File: config.mk
export PLATFORM = sky130hd
export DESIGN_NAME = pulse_period_speedometer
export DESIGN_NICKNAME = d
export VERILOG_FILES = /design/src/sv/pps_pkg.sv /design/src/sv/pps_ctrl.sv /design/src/sv/pps_dp.sv /design/src/sv/pulse_period_speedometer.sv
export VERILOG_INCLUDE_DIRS = /design/src /design/src/sv
export SDC_FILE = /design/constraint.sdc
export NUM_CORES = 1
export LEC_CHECK = 0
export BUFFER_PORTS_ARGS = -buffer_cell sky130_fd_sc_hd__buf_2
export CORE_MARGIN = 4
export CORE_UTILIZATION = 50
export CTS_BUF_LIST = sky130_fd_sc_hd__clkbuf_8
export CTS_CLUSTER_SIZE = 30
export DETAILED_ROUTE_END_ITERATION = 6
export HOLD_SLACK_MARGIN = 0.03
export PLACE_DENSITY = 0.72
export SLEW_MARGIN = 10
export SYNTH_ARGS = -nofsm -noshare
export SYNTH_HDL_FRONTEND = slang
export SYNTH_SLANG_ARGS = --single-unit
File: constraint.sdc
create_clock -name clk -period 3 [get_ports clk]
set_clock_uncertainty 0.2 [all_clocks]
set_input_delay 0.6 -clock clk [delete_from_list [all_inputs] [get_ports clk]]
set_output_delay 0.6 -clock clk [all_outputs]
set_load 0.01 [all_outputs]
File: src/sv/assert_macros.svh
// Assertion macros shared by the speedometer RTL.
`ifndef ASSERT_MACROS_SVH
`define ASSERT_MACROS_SVH

// Property that must hold at every clock edge out of reset.
`define PPS_ASSERT_ALWAYS(lbl, clk, rst_n, expr) \
  lbl: assert property (@(posedge clk) disable iff (!rst_n) (expr)) \
    else $error("speedometer assertion failed");

// Antecedent in one cycle implies consequent in the next.
`define PPS_ASSERT_NEXT(lbl, clk, rst_n, ante, cons) \
  lbl: assert property (@(posedge clk) disable iff (!rst_n) (ante) |=> (cons)) \
    else $error("speedometer assertion failed");

`endif

File: src/sv/pps_pkg.sv
// Types, constants and segment decode for the pulse period speedometer.
`default_nettype none
package pps_pkg;

  localparam int COUNT_WIDTH_DEF = 8;
  localparam int NUM_W           = 24;
  localparam int NUM_FRAC        = 6;
  localparam int DIVIDEND_W      = NUM_W - NUM_FRAC;
  localparam int SPEED_W         = 10;
  localparam logic [SPEED_W-1:0] SPEED_LIMIT = 10'd999;
  localparam logic [NUM_W-1:0]   NUM_RESET   = 24'd94275;

  localparam logic KIND_TICK   = 1'b0;
  localparam logic KIND_SAMPLE = 1'b1;

  typedef struct packed {
    logic kind;
    logic sensor_level;
  } pps_in_t;

  typedef struct packed {
    logic [SPEED_W-1:0] speed_kmh;
    logic [7:0]         seg_hundreds;
    logic [7:0]         seg_tens;
    logic [7:0]         seg_ones;
    logic               speed_updated;
  } pps_out_t;

  typedef enum logic [4:0] {
    ST_IDLE   = 5'b00001,
    ST_DIV    = 5'b00010,
    ST_FIN    = 5'b00100,
    ST_CONV   = 5'b01000,
    ST_RESULT = 5'b10000
  } pps_state_t;

  typedef struct packed {
    logic accept;
    logic div_step;
    logic div_finish;
    logic conv_step;
    logic load_out;
  } pps_cmd_t;

  typedef struct packed {
    logic fall_seen;
    logic div_last;
    logic conv_done;
    logic out_busy;
  } pps_status_t;

  function automatic logic [7:0] seg7(input logic [3:0] digit);
    logic [7:0] pat;
    unique case (digit)
      4'd0:    pat = 8'b11000000;
      4'd1:    pat = 8'b11111001;
      4'd2:    pat = 8'b10100100;
      4'd3:    pat = 8'b10110000;
      4'd4:    pat = 8'b10011001;
      4'd5:    pat = 8'b10010010;
      4'd6:    pat = 8'b10000010;
      4'd7:    pat = 8'b11111000;
      4'd8:    pat = 8'b10000000;
      4'd9:    pat = 8'b10010000;
      default: pat = 8'hFF;
    endcase
    return pat;
  endfunction

endpackage
`default_nettype wire

File: src/sv/pps_ctrl.sv
// Sequencing state machine for the speedometer.
`default_nettype none
`include "assert_macros.svh"
module pps_ctrl
  import pps_pkg::*;
(
  input  wire         clk,
  input  wire         rst_n,
  input  wire         in_valid,
  output logic        in_stall,
  input  pps_status_t status,
  output pps_cmd_t    cmd
);

  pps_state_t state_r, state_nxt;

  always_comb begin
    state_nxt = state_r;
    cmd       = '0;
    unique case (state_r)
      ST_IDLE: begin
        if (in_valid) begin
          cmd.accept = 1'b1;
          state_nxt  = status.fall_seen ? ST_DIV : ST_RESULT;
        end
      end
      ST_DIV: begin
        cmd.div_step = 1'b1;
        if (status.div_last) state_nxt = ST_FIN;
      end
      ST_FIN: begin
        cmd.div_finish = 1'b1;
        state_nxt      = ST_CONV;
      end
      ST_CONV: begin
        cmd.conv_step = 1'b1;
        if (status.conv_done) state_nxt = ST_RESULT;
      end
      ST_RESULT: begin
        if (!status.out_busy) begin
          cmd.load_out = 1'b1;
          state_nxt    = ST_IDLE;
        end
      end
      default: state_nxt = ST_IDLE;
    endcase
  end

  assign in_stall = (state_r != ST_IDLE);

  always_ff @(posedge clk) begin
    if (!rst_n) begin
      state_r <= ST_IDLE;
    end else begin
      state_r <= state_nxt;
    end
  end

  `PPS_ASSERT_NEXT(a_div_holds, clk, rst_n, state_r == ST_DIV && !status.div_last, state_r == ST_DIV)
  `PPS_ASSERT_NEXT(a_fall_to_div, clk, rst_n, cmd.accept && status.fall_seen, state_r == ST_DIV)

endmodule
`default_nettype wire

File: src/sv/pps_dp.sv
// Period counter, restoring divider, digit split and output register.
`default_nettype none
`include "assert_macros.svh"
module pps_dp
  import pps_pkg::*;
#(
  parameter int COUNT_WIDTH = COUNT_WIDTH_DEF
) (
  input  wire              clk,
  input  wire              rst_n,
  input  wire              cfg_we,
  input  wire  [NUM_W-1:0] cfg_data,
  input  pps_in_t          in_data,
  input  pps_cmd_t         cmd,
  output pps_status_t      status,
  output logic             out_valid,
  input  wire              out_stall,
  output pps_out_t         out_data
);

  localparam int STEP_W = $clog2(DIVIDEND_W);
  localparam logic [COUNT_WIDTH-1:0] COUNT_MAX = {COUNT_WIDTH{1'b1}};

  logic [NUM_W-1:0]       num_r;
  logic [COUNT_WIDTH-1:0] count_r;
  logic                   counting_r;
  logic                   last_level_r;
  logic [SPEED_W-1:0]     speed_r;
  logic                   upd_r;
  logic [3:0]             hund_r, tens_r, ones_r;
  logic [SPEED_W-1:0]     work_r;
  logic [COUNT_WIDTH-1:0] divisor_r;
  logic [COUNT_WIDTH-1:0] rem_r;
  logic [DIVIDEND_W-1:0]  quo_r;
  logic [STEP_W-1:0]      step_r;
  logic                   out_valid_r;
  pps_out_t               out_data_r;

  logic [COUNT_WIDTH:0]   trial;
  logic                   trial_ge;
  logic [SPEED_W-1:0]     speed_calc;

  assign status.fall_seen = (in_data.kind == KIND_SAMPLE) && last_level_r
                            && !in_data.sensor_level;
  assign status.div_last  = (step_r == STEP_W'(DIVIDEND_W - 1));
  assign status.conv_done = (work_r < SPEED_W'(10));
  assign status.out_busy  = out_valid_r && out_stall;

  assign trial    = {rem_r, quo_r[DIVIDEND_W-1]};
  assign trial_ge = (trial >= {1'b0, divisor_r});

  always_comb begin
    if (divisor_r == COUNT_MAX) begin
      speed_calc = '0;
    end else if (divisor_r == '0) begin
      speed_calc = SPEED_LIMIT;
    end else if (quo_r > DIVIDEND_W'(SPEED_LIMIT)) begin
      speed_calc = SPEED_LIMIT;
    end else begin
      speed_calc = quo_r[SPEED_W-1:0];
    end
  end

  always_ff @(posedge clk) begin
    if (!rst_n) begin
      num_r        <= NUM_RESET;
      count_r      <= COUNT_MAX;
      counting_r   <= 1'b0;
      last_level_r <= 1'b1;
      speed_r      <= '0;
      upd_r        <= 1'b0;
      hund_r       <= '0;
      tens_r       <= '0;
      ones_r       <= '0;
      out_valid_r  <= 1'b0;
    end else begin
      if (cfg_we) num_r <= cfg_data;

      if (cmd.accept) begin
        upd_r <= 1'b0;
        if (in_data.kind == KIND_TICK) begin
          if (counting_r) begin
            if (count_r == COUNT_MAX) begin
              counting_r <= 1'b0;
              speed_r    <= '0;
              hund_r     <= '0;
              tens_r     <= '0;
              ones_r     <= '0;
              upd_r      <= 1'b1;
            end else begin
              count_r <= count_r + COUNT_WIDTH'(1);
            end
          end
        end else begin
          last_level_r <= in_data.sensor_level;
          if (status.fall_seen) begin
            count_r    <= '0;
            counting_r <= 1'b1;
            upd_r      <= 1'b1;
          end
        end
      end

      if (cmd.div_finish) begin
        speed_r <= speed_calc;
        hund_r  <= '0;
        tens_r  <= '0;
        ones_r  <= '0;
      end

      if (cmd.conv_step) begin
        if (work_r >= SPEED_W'(100)) begin
          hund_r <= hund_r + 4'd1;
        end else if (work_r >= SPEED_W'(10)) begin
          tens_r <= tens_r + 4'd1;
        end else begin
          ones_r <= work_r[3:0];
        end
      end

      if (cmd.load_out) begin
        out_valid_r <= 1'b1;
      end else if (!out_stall) begin
        out_valid_r <= 1'b0;
      end
    end
  end

  always_ff @(posedge clk) begin
    if (cmd.accept && status.fall_seen) begin
      divisor_r <= count_r;
      rem_r     <= '0;
      quo_r     <= num_r[NUM_W-1:NUM_FRAC];
      step_r    <= '0;
    end else if (cmd.div_step) begin
      rem_r  <= trial_ge ? trial[COUNT_WIDTH-1:0] - divisor_r : trial[COUNT_WIDTH-1:0];
      quo_r  <= {quo_r[DIVIDEND_W-2:0], trial_ge};
      step_r <= step_r + STEP_W'(1);
    end
    if (cmd.div_finish) begin
      work_r <= speed_calc;
    end else if (cmd.conv_step) begin
      if (work_r >= SPEED_W'(100)) begin
        work_r <= work_r - SPEED_W'(100);
      end else if (work_r >= SPEED_W'(10)) begin
        work_r <= work_r - SPEED_W'(10);
      end
    end
    if (cmd.load_out) begin
      out_data_r.speed_kmh     <= speed_r;
      out_data_r.seg_hundreds  <= seg7(hund_r);
      out_data_r.seg_tens      <= seg7(tens_r);
      out_data_r.seg_ones      <= seg7(ones_r);
      out_data_r.speed_updated <= upd_r;
    end
  end

  assign out_valid = out_valid_r;
  assign out_data  = out_data_r;

  `PPS_ASSERT_ALWAYS(a_speed_range, clk, rst_n, speed_r <= SPEED_LIMIT)
  `PPS_ASSERT_ALWAYS(a_stopped_at_max, clk, rst_n, counting_r || (count_r == COUNT_MAX))

endmodule
`default_nettype wire

File: src/sv/pulse_period_speedometer.sv
// Top level of the pulse period speedometer.
// Each transaction is a counter tick or a sensor level sample and gives one result with the
// speed in km/h (0 to 999) and active-low PGFEDCBA patterns of its three digits. A tick or a
// sample without a falling edge goes from acceptance through the result state to the output
// register. A falling edge runs a restoring divider (one quotient bit per cycle, numerator/64
// over the held period count), then a saturation step, then the digit split that subtracts
// hundreds and tens one at a time. One item is processed at a time; the next is taken while
// a finished result waits in the output register. The numerator register is written through
// cfg_we and cfg_data; the user must write it only while idle, the block does not enforce it.
`default_nettype none
module pulse_period_speedometer
  import pps_pkg::*;
#(
  parameter int COUNT_WIDTH = COUNT_WIDTH_DEF
) (
  input  wire              clk,
  input  wire              rst_n,
  input  wire              cfg_we,
  input  wire  [NUM_W-1:0] cfg_data,
  input  wire              in_valid,
  output logic             in_stall,
  input  pps_in_t          in_data,
  output logic             out_valid,
  input  wire              out_stall,
  output pps_out_t         out_data
);

  pps_cmd_t    cmd;
  pps_status_t status;

  pps_ctrl u_ctrl (
    .clk      (clk),
    .rst_n    (rst_n),
    .in_valid (in_valid),
    .in_stall (in_stall),
    .status   (status),
    .cmd      (cmd)
  );

  pps_dp #(
    .COUNT_WIDTH (COUNT_WIDTH)
  ) u_dp (
    .clk       (clk),
    .rst_n     (rst_n),
    .cfg_we    (cfg_we),
    .cfg_data  (cfg_data),
    .in_data   (in_data),
    .cmd       (cmd),
    .status    (status),
    .out_valid (out_valid),
    .out_stall (out_stall),
    .out_data  (out_data)
  );

endmodule
`default_nettype wire
# After elaboration in Yosys (flattened, before gate mapping)
# Memories as Yosys holds them, arrays and structs flattened. A register that Yosys moved wholly into a read port is not among the register bits.
# Index checks and enable logic that the tools add are counted.
[word_totals] reg_bits=147 latch_bits=0 ram_bits=0 rom_bits=336 in_bits=31 out_inout_bits=37 elab_cells=137 memories=3
[classes] n_addsub=7 mul=0 div=0 n_lt_le_gt_ge=5 n_eq_ne=17 n_shift=0 mux=65 bitwise=0 n_reduce_logical=19
[memory_table] name="(no name shown)" words=16 width=7 rd=1 rd_ports_with_merged_regs=1 wr=0 line_no="pps_pkg.sv:54" rtl="unique case (digit)"
[memory_table] name="(no name shown)" words=16 width=7 rd=1 rd_ports_with_merged_regs=1 wr=0 line_no="pps_pkg.sv:54"
[memory_table] name="(no name shown)" words=16 width=7 rd=1 rd_ports_with_merged_regs=1 wr=0 line_no="pps_pkg.sv:54"
[op_table] cell="10-bit two-way mux" count=12
[op_table] cell="4-bit two-way mux" count=23
[op_table] cell="8-bit two-way mux" count=5
[op_table] cell="18-bit two-way mux" count=2
[op_table] cell="5-bit two-way mux" count=5
[op_table] cell="5-bit one-hot mux with 5 select lines" count=1
[op_table] cell="18-bit by 10-bit greater-than comparator with 1-bit output (second input constant)" count=1
[op_table] cell="1-bit two-way mux" count=17
[op_table] cell="8-bit == test (second input constant)" count=2
[op_table] cell="4-bit AND reduction" count=3
[op_table] cell="2-bit nonzero test" count=6
[op_table] cell="5-bit == test (second input constant)" count=2
[op_table] cell="10-bit by 4-bit greater-or-equal comparator with 1-bit output (second input constant)" count=1
[op_table] cell="10-bit by 7-bit greater-or-equal comparator with 1-bit output (second input constant)" count=1
[op_table] cell="10-bit by 4-bit < comparator with 1-bit output (second input constant)" count=1
[op_table] cell="2-bit != test (second input constant)" count=5
[op_table] cell="10-bit by 4-bit subtractor with 10-bit output (second input constant)" count=1
[op_table] cell="10-bit by 7-bit subtractor with 10-bit output (second input constant)" count=1
[op_table] cell="9-bit by 8-bit greater-or-equal comparator with 1-bit output" count=1
[op_table] cell="4-bit by 1-bit adder with 4-bit output (second input constant)" count=2
[op_table] cell="8-bit by 1-bit adder with 8-bit output (second input constant)" count=1
[op_table] cell="8-bit logical NOT" count=1
[op_table] cell="8-bit subtractor" count=1
[op_table] cell="2-bit by 1-bit != test with 1-bit output (second input constant)" count=3
[op_table] cell="other kinds (10)" count=15

# Longest topological paths before layout
# Gate-level depths: netlist of the first run.
[depth] depth_word=9 ltp_mapped=9

# Modules after synthesis
# From an unflattened synthesis of the first run, not the netlist that was laid out.
[unflattened] hier_cells=704 area_unflattened_um2=6832.8
[by_module_without_submodules] mod="pps_dp" instances=1 cells_each=662 area_each_um2=6501.2 seq_area_each_um2=3343.2
[by_module_without_submodules] mod="pps_ctrl" instances=1 cells_each=42 area_each_um2=331.6 seq_area_each_um2=100.1

# Least setup slack after synthesis of the first run
# OpenSTA, ideal clock, no wires.
[synth_timing] kind="register to register" start="register u_ctrl.state_r[0]" end="register u_dp.out_data_r (netlist bit u_dp.out_data[0]), enable pin" setup_time_ns=0.432 arrival_ns=2.249 slack_ns=0.119 path_stages_with_launch=4 synth_period_minus_slack_ns=2.881 cell_sequence="dfxtp_1 -> nor2_1 -> nand3_1 -> a21oi_1"
[synth_rtl] element="start: declaration" line_no="pps_ctrl.sv:15" rtl="pps_state_t state_r, state_nxt;"
[synth_rtl] element="start signal: assignment" line_no="pps_ctrl.sv:55" rtl="state_r <= state_nxt;"
[synth_rtl] element="end: declaration" line_no="pps_dp.sv:37" rtl="pps_out_t out_data_r;"

# Final worst setup path of the first run
[layout_timing] start="register u_dp.work_r[3]" end="register u_dp.tens_r[3]"
[layout_between] elab_chain_cells=4
[layout_rtl] element="start: declaration" line_no="pps_dp.sv:31" rtl="logic [SPEED_W-1:0] work_r;"
[layout_rtl] element="start signal: assignment" line_no="pps_dp.sv:141" rtl="work_r <= speed_calc;"
[layout_rtl] element="start signal: assignment" line_no="pps_dp.sv:144" rtl="work_r <= work_r - SPEED_W'(100);"
[layout_rtl] element="start signal: assignment" line_no="pps_dp.sv:146" rtl="work_r <= work_r - SPEED_W'(10);"
[layout_rtl] element="10-bit by 4-bit greater-or-equal comparator with 1-bit output" line_no="pps_dp.sv:114" rtl="end else if (work_r >= SPEED_W'(10)) begin"
[layout_rtl] element="4-bit two-way mux" line_no="pps_dp.sv:114"
[layout_rtl] element="4-bit two-way mux *" line_no="pps_dp.sv:112" rtl="if (work_r >= SPEED_W'(100)) begin"
[layout_rtl] element="4-bit two-way mux *" line_no="pps_dp.sv:111" rtl="if (cmd.conv_step) begin"
[layout_rtl] element="end signal: assignment" line_no="pps_dp.sv:115" rtl="tens_r <= tens_r + 4'd1;"
[layout_rtl] element="end: declaration" line_no="pps_dp.sv:30" rtl="logic [3:0] hund_r, tens_r, ones_r;"
# Every way passes the cells marked *; elsewhere a longest branch is shown, timed or not.
# A chain may end at the register's enable or synchronous reset.

==> results of run 1 <==
synthesized netlist by cell type (all sizes together), types with 12 or more instances:
| master | n | share of area, % |
|---|---|---|
| a21boi | 14 | 1.5 |
| a21oi | 38 | 2.9 |
| buf | 12 | 1.1 |
| clkbuf | 21 | 1.2 |
| dfxtp | 70 | 21 |
| edfxtp | 68 | 30 |
| ha | 32 | 5.9 |
| inv | 30 | 1.7 |
| mux2i | 26 | 3.8 |
| nand2 | 105 | 5.8 |
| nand2b | 12 | 1.1 |
| nand3 | 29 | 2.2 |
| nor2 | 49 | 2.8 |
| nor2b | 20 | 1.8 |
| nor3 | 12 | 1.3 |
| o21ai | 55 | 4.3 |
layout make-up:
class,count,area (sq um),share of cell area (%)
Clock buffer,18,248,3.24
Tap cell,176,220,2.88
Inverter,30,113,1.47
Sequential cell,138,3440,45.1
Timing Repair Buffer,71,400,5.24
Multi-Input combinational cell,496,3090,40.5
Clock inverter,14,121,1.59
per-stage QoR:
stage | instances | setup slack [ns] | power (mW)
floorplan | 697 | 0.119 | 2.54
detailed placement | 911 | 0.310 | 2.66
CTS | 943 | 0.262 | 4.05
finish | 943 | 0.283 | 4.01
global route | 943 | 0.0887 | 4.21
global placement | 911 | 0.334 | 2.64
power groups by stage:
stage | Clock (mW) | Sequential [mW] | Combinational [mW]
4_1_cts | 1.43 | 2.16 | 0.461
3_5_place_dp | 0 | 2.20 | 0.457
3_3_place_gp | 0 | 2.20 | 0.441
6_report | 1.39 | 2.16 | 0.458
5_1_grt | 1.52 | 2.18 | 0.519
2_1_floorplan | 0 | 2.19 | 0.345
path summary, 6_finish.rpt:
path / from / to
worst max register to register: u_dp.work_r[3] / u_dp.tens_r[3]
worst max-delay path: u_dp.work_r[3] / u_dp.tens_r[3]
worst min-delay path: cfg_data[6] / u_dp.num_r[6]
worst min register to register: u_dp.upd_r / u_dp.out_data[0]
layer usage:
| layer | wire length, um | share of wire [%] |
|---|---|---|
| met3 | 575 | 4.3 |
| met2 | 6340 | 47 |
| met1 | 6210 | 47 |
| met5 | 0 | 0 |
| met4 | 221 | 1.7 |
kinds of logic (layout without fill, tap and decap cells):
group / Yosys count / in the layout / synth area share [%]
AO/OA/AOI/OAI: 144 / 144 / 12.9
XOR/XNOR: 17 / 17 / 2.20
adder cells (fa/ha/maj): 33 / 33 / 6.20
buffers and inverters: 63 / 133 / 3.95
flip-flops: 138 / 138 / 50.8
multiplexers: 28 / 28 / 4.17
other: 1 / 3 / 0.0553
AND/OR/NAND/NOR: 271 / 271 / 19.7
registers in the layout (all words and copies together), names as in the netlist:
name and cells:
u_ctrl.state_r 5, u_dp.count_r 8, u_dp.counting_r 1, u_dp.divisor_r 8, u_dp.hund_r 4, u_dp.last_level_r 1
u_dp.num_r 18, u_dp.ones_r 4, u_dp.out_data 32, u_dp.out_valid 1, u_dp.quo_r 18, u_dp.rem_r 8
u_dp.speed_r 10, u_dp.step_r 5, u_dp.tens_r 4, u_dp.upd_r 1, u_dp.work_r 10
tightest hold or removal path, cell delays in order:
cell and delay (ns):
buf_2 0.07, mux2i_1 0.06, nand2_1 0.06
==> run metrics, run 1 <==
Worst Tran Pin Value 0.688 ns; DRT Pass-1 Iters 5; Main synth FF type dfxtp_1; slowest cell delay on critical path 0.48 ns; P_sw 1.06 mW; drt total wl 13300 um; htree depth 4; final setup fails 0; endpoint class of the critical path register; EDFF count, synth 68; grt met2 use 27.6%; GR Overflow Total 0; #FFs+latches synth 138; Worst setup SP type register; Crit Path Max Fanout 5; Die ar. 15500 sq um; clk_lat worst skew 0.44 ns; num ports 68; met3 GRT Util 5.45%; Worst Path Required 3.17 ns; unique cell type count in the Yosys netlist 61; most frequent cells in the layout nand2_1, dfxtp_1, edfxtp_1, buf_2, nor2_1; Final ANT Viol Nets 0; final period utilization 90.6%; commonest non-fill, non-tap cell in the layout nand2_1; hold path depth 3; clock buffer depth 2; Avg Cell Area, Syn between 9 and 10 sq um; Syn Inst Count around 700; synthesized area 6780 sq um; WL/cell ~14 um; Layout area overhead 12.6%; crit-path cells ha_1 > a2111oi_2 > nor3b_2 > mux2i_1 > nand3_2 > or3_1 > a21boi_1; RePlAce Congestion 0.880; DRT iter0 DRCs around 310; switch share a little over a quarter; Core Util, Final 57.7%; Num CTS Buffers 17; Internal Pwr Total 2.95 mW; grt met1 use 22.5%; Hold Slack between 0.15 and 0.2 ns; busiest grt layer met2; die height 124 um; core area 13200 sq um; Clock Sinks 138; VDD IR max 0.000317 V; power per standard cell area 525 nW/um^2; slowest CP cell edfxtp_1; Max-Cap Viols 0; first-pass GRT wire length 22100 um; Detailed Place HPWL 9650 um; final instance area 7640 sq um; # DRC 0; setup TNS 0 ns; # fillers 1155; sequential share of the synthesized area 50.8%; share of flip-flops with an asynchronous set or reset 0%; via count 5075; CP delay by family, top simple AND/OR/NAND/NOR gates; Worst slew margin between 50% and 60%; vias per cell 5.38; Comb pwr share 11.4%; starting density of the core 51.2%; Buf/Inv on CP 0; CTS clk-pin slew, worst paths 0.08 ns; CTS tree done; yosys synthesis warning count 0; final hold vios 0; reg2reg path depth 7; clock share of power between 30% and 40%; status completed; number of global-route vias before repair ~4700; Sequential Power Share 53.9%; Die X between 100 and 150 um; Hold Crit Class input port to register; Leak ~3.1 nW; nets roughly 820; port bufs slightly below 60; largest net degree at the start of global routing 33; Root Driver clkbuf_8; Hold Buf Count CTS 0; ratio of cells with drive above 1 in the final layout 16.6%; post_cts resized 0; crit path DAT roughly 2.9 ns; n_diodes 0; fmax around 0.37 GHz; initial antenna violation count 0; Post-CTS Setup Inserts 0; RSZ-0062 raised after global routing false; Tot GR Track Use 17.3%; crit path kind register to register; area post-placement roughly 7300 sq um; Final min period 2.72 ns; Max Slew Vio Count 0; Crit path depth 7; R2R Setup Slk about 0.28 ns; row count between 40 and 50
Power figures use the tool's default switching activity.
==> run 2: changes to the inputs <==
==> constraint.sdc (replaced) <==
create_clock -name clk -period 3 [get_ports clk]
set_clock_uncertainty 0.2 [all_clocks]
set_input_delay 0.6 -clock clk [delete_from_list [all_inputs] [get_ports clk]]
set_output_delay 0.6 -clock clk [all_outputs]
set_load 0.1 [all_outputs]
==> run 2 against run 1 <==
Cell area increased by 0.82%. Critical path depth increased by 1. Count of clock-buffer cells in the layout decreased by 1. Combinational power increased by 30%. Fmax decreased by 0.30%. Sequential cell count unchanged. Clock power increased by 17%. Total power increased by 9.2%. Via count decreased by 2.0%. Highest routed layer unchanged.
==> run metrics, run 2 (synthesis results as in run 1) <==
status completed (unchanged); DRT Pass-1 Iters 5 (unchanged); RePlAce Congestion 0.869 (was 0.880); Detailed Place HPWL 9520 um (was 9650 um); core area 13200 sq um (unchanged); crit path kind register to register (unchanged); crit path DAT 2.90 ns (was 2.89 ns); number of global-route vias before repair 4822 (was 4679); nets 817 (was 818); n_diodes 0 (unchanged); GR Overflow Total 0 (unchanged); endpoint class of the critical path register (unchanged); num ports 68 (unchanged); ratio of cells with drive above 1 in the final layout 16.7% (was 16.6%); Finished Layout Cells 942 (was 943); R2R Setup Slk 0.27 ns (was 0.28 ns); Hold Crit Class input port to register (unchanged); DP Worst Slack 0.267 ns (was 0.310 ns); htree depth 4 (unchanged); clk_lat worst skew 0.44 ns (about the same); clock buffer depth 2 (unchanged); final setup fails 0 (unchanged); Clock Sinks 138 (unchanged); drt total wl 13000 um (was 13300 um); first-pass GRT wire length 22300 um (was 22100 um); VDD IR max 0.000367 V (was 0.000317 V); Core Util, Final 58.1% (was 57.7%); power per standard cell area 569 nW/um^2 (was 525 nW/um^2); RSZ-0062 raised after global routing false (unchanged); commonest non-fill, non-tap cell in the layout nand2_1 (unchanged); setup TNS 0 ns (unchanged); post_cts resized 0 (unchanged); die height 124 um (unchanged); CTS clk-pin slew, worst paths 0.07 ns (was 0.08 ns); min setup slack post-route 0.274 ns (was 0.283 ns); via count 4975 (was 5075); final hold vios 0 (unchanged); vias per cell 5.28 (was 5.38); initial antenna violation count 0 (unchanged); Max Slew Vio Count 0 (unchanged); Post-CTS Setup Inserts 0 (unchanged); final period utilization 90.9% (was 90.6%); Worst Path Required 3.17 ns (about the same); Num CTS Buffers 17 (unchanged); starting density of the core 51.2% (unchanged); Worst Tran Pin Value 0.806 ns (was 0.688 ns); Die ar. 15500 sq um (unchanged); # fillers 1160 (was 1155); Final ANT Viol Nets 0 (unchanged); Cells after DPL 910 (was 911); fmax 0.367 GHz (was 0.368 GHz); FF/Latch Area 3440 sq um (unchanged); DRT iter0 DRCs 274 (was 305); Largest register FFs 32 (unchanged); Buf/Inv on CP 1 (was 0); CTS tree done (unchanged); slowest CP cell edfxtp_1 (unchanged); Worst slew margin 46.1% (was 53.8%); Root Driver clkbuf_8 (unchanged); slowest cell delay on critical path 0.44 ns (was 0.48 ns); multi-input logic area 3100 sq um (was 3090 sq um); Leak 3.15 nW (was 3.10 nW); WL/cell 13.8 um (was 14.1 um); Hold Slack 0.169 ns (was 0.174 ns); CP delay by family, top simple AND/OR/NAND/NOR gates (unchanged); Layout area overhead 13.5% (was 12.6%); crit-path cells inv_1 > ha_1 > a2111oi_2 > nor3b_4 > mux2i_2 > nand3_2 > or3_1 > a21boi_1 (was ha_1 > a2111oi_2 > nor3b_2 > mux2i_1 > nand3_2 > or3_1 > a21boi_1); Crit Path Max Fanout 5 (unchanged); Tot GR Track Use 17.3% (about the same); Final min period 2.73 ns (was 2.72 ns); # DRC 0 (unchanged); Die X 124 um (unchanged); most frequent cells in the layout nand2_1, dfxtp_1, edfxtp_1, buf_2, nor2_1 (unchanged); Max-Cap Viols 0 (unchanged); Worst setup SP type register (unchanged); row count 42 (unchanged); port bufs 58 (unchanged); Hold Buf Count CTS 0 (unchanged); largest net degree at the start of global routing 47 (was 33)
==> run 2: worst reg2reg max path, delay by kind of cell (launching register included) <==
family,cells,cell delay [ns]
simple gates,3,0.80
compound gates,2,0.56
flops,1,0.44
mux,1,0.28
fa+ha+maj,1,0.24
buf+inv,1,0.14
==> run 2: layout make-up <==
type | count | area share [%]
Timing Repair Buffer | 70 | 5.10
Clock inverter | 15 | 2.54
Sequential cell | 138 | 44.7
Multi-Input combinational cell | 496 | 40.3
Inverter | 30 | 1.46
Clock buffer | 17 | 3.04
Tap cell | 176 | 2.86
==> run 2: metrics by stage <==
step                total power [mW]  instance area [sq um]
floorplan                       2.68                   6790
global placement                2.78                   7260
detailed placement              2.80                   7260
CTS                             4.42                   7690
global route                    4.58                   7700
finish                          4.38                   7700
==> run 2: worst paths after layout <==
kind	startpoint	endpoint	cells after the start
worst min-delay path	cfg_data[14]	u_dp.num_r[14]	3
worst max-delay path	u_dp.work_r[2]	u_dp.tens_r[3]	8
worst max register to register	u_dp.work_r[2]	u_dp.tens_r[3]	8
worst min register to register	u_dp.upd_r	u_dp.out_data[0]	0
==> run 2: layer usage <==
metal  GRT usage [%]  share of wire (%)  up-vias
li1                -                  -     2567
met1            21.5                 47     2310
met2            28.8                 48       94
met3            4.80                4.8        4
met4            6.25               0.47        0
met5               0                  0        -
==> run 2: power by group <==
group	internal, mW	switching, mW	total [mW]
clock network	0.906	0.714	1.62
logic	0.194	0.403	0.597
registers	2.08	0.0782	2.16
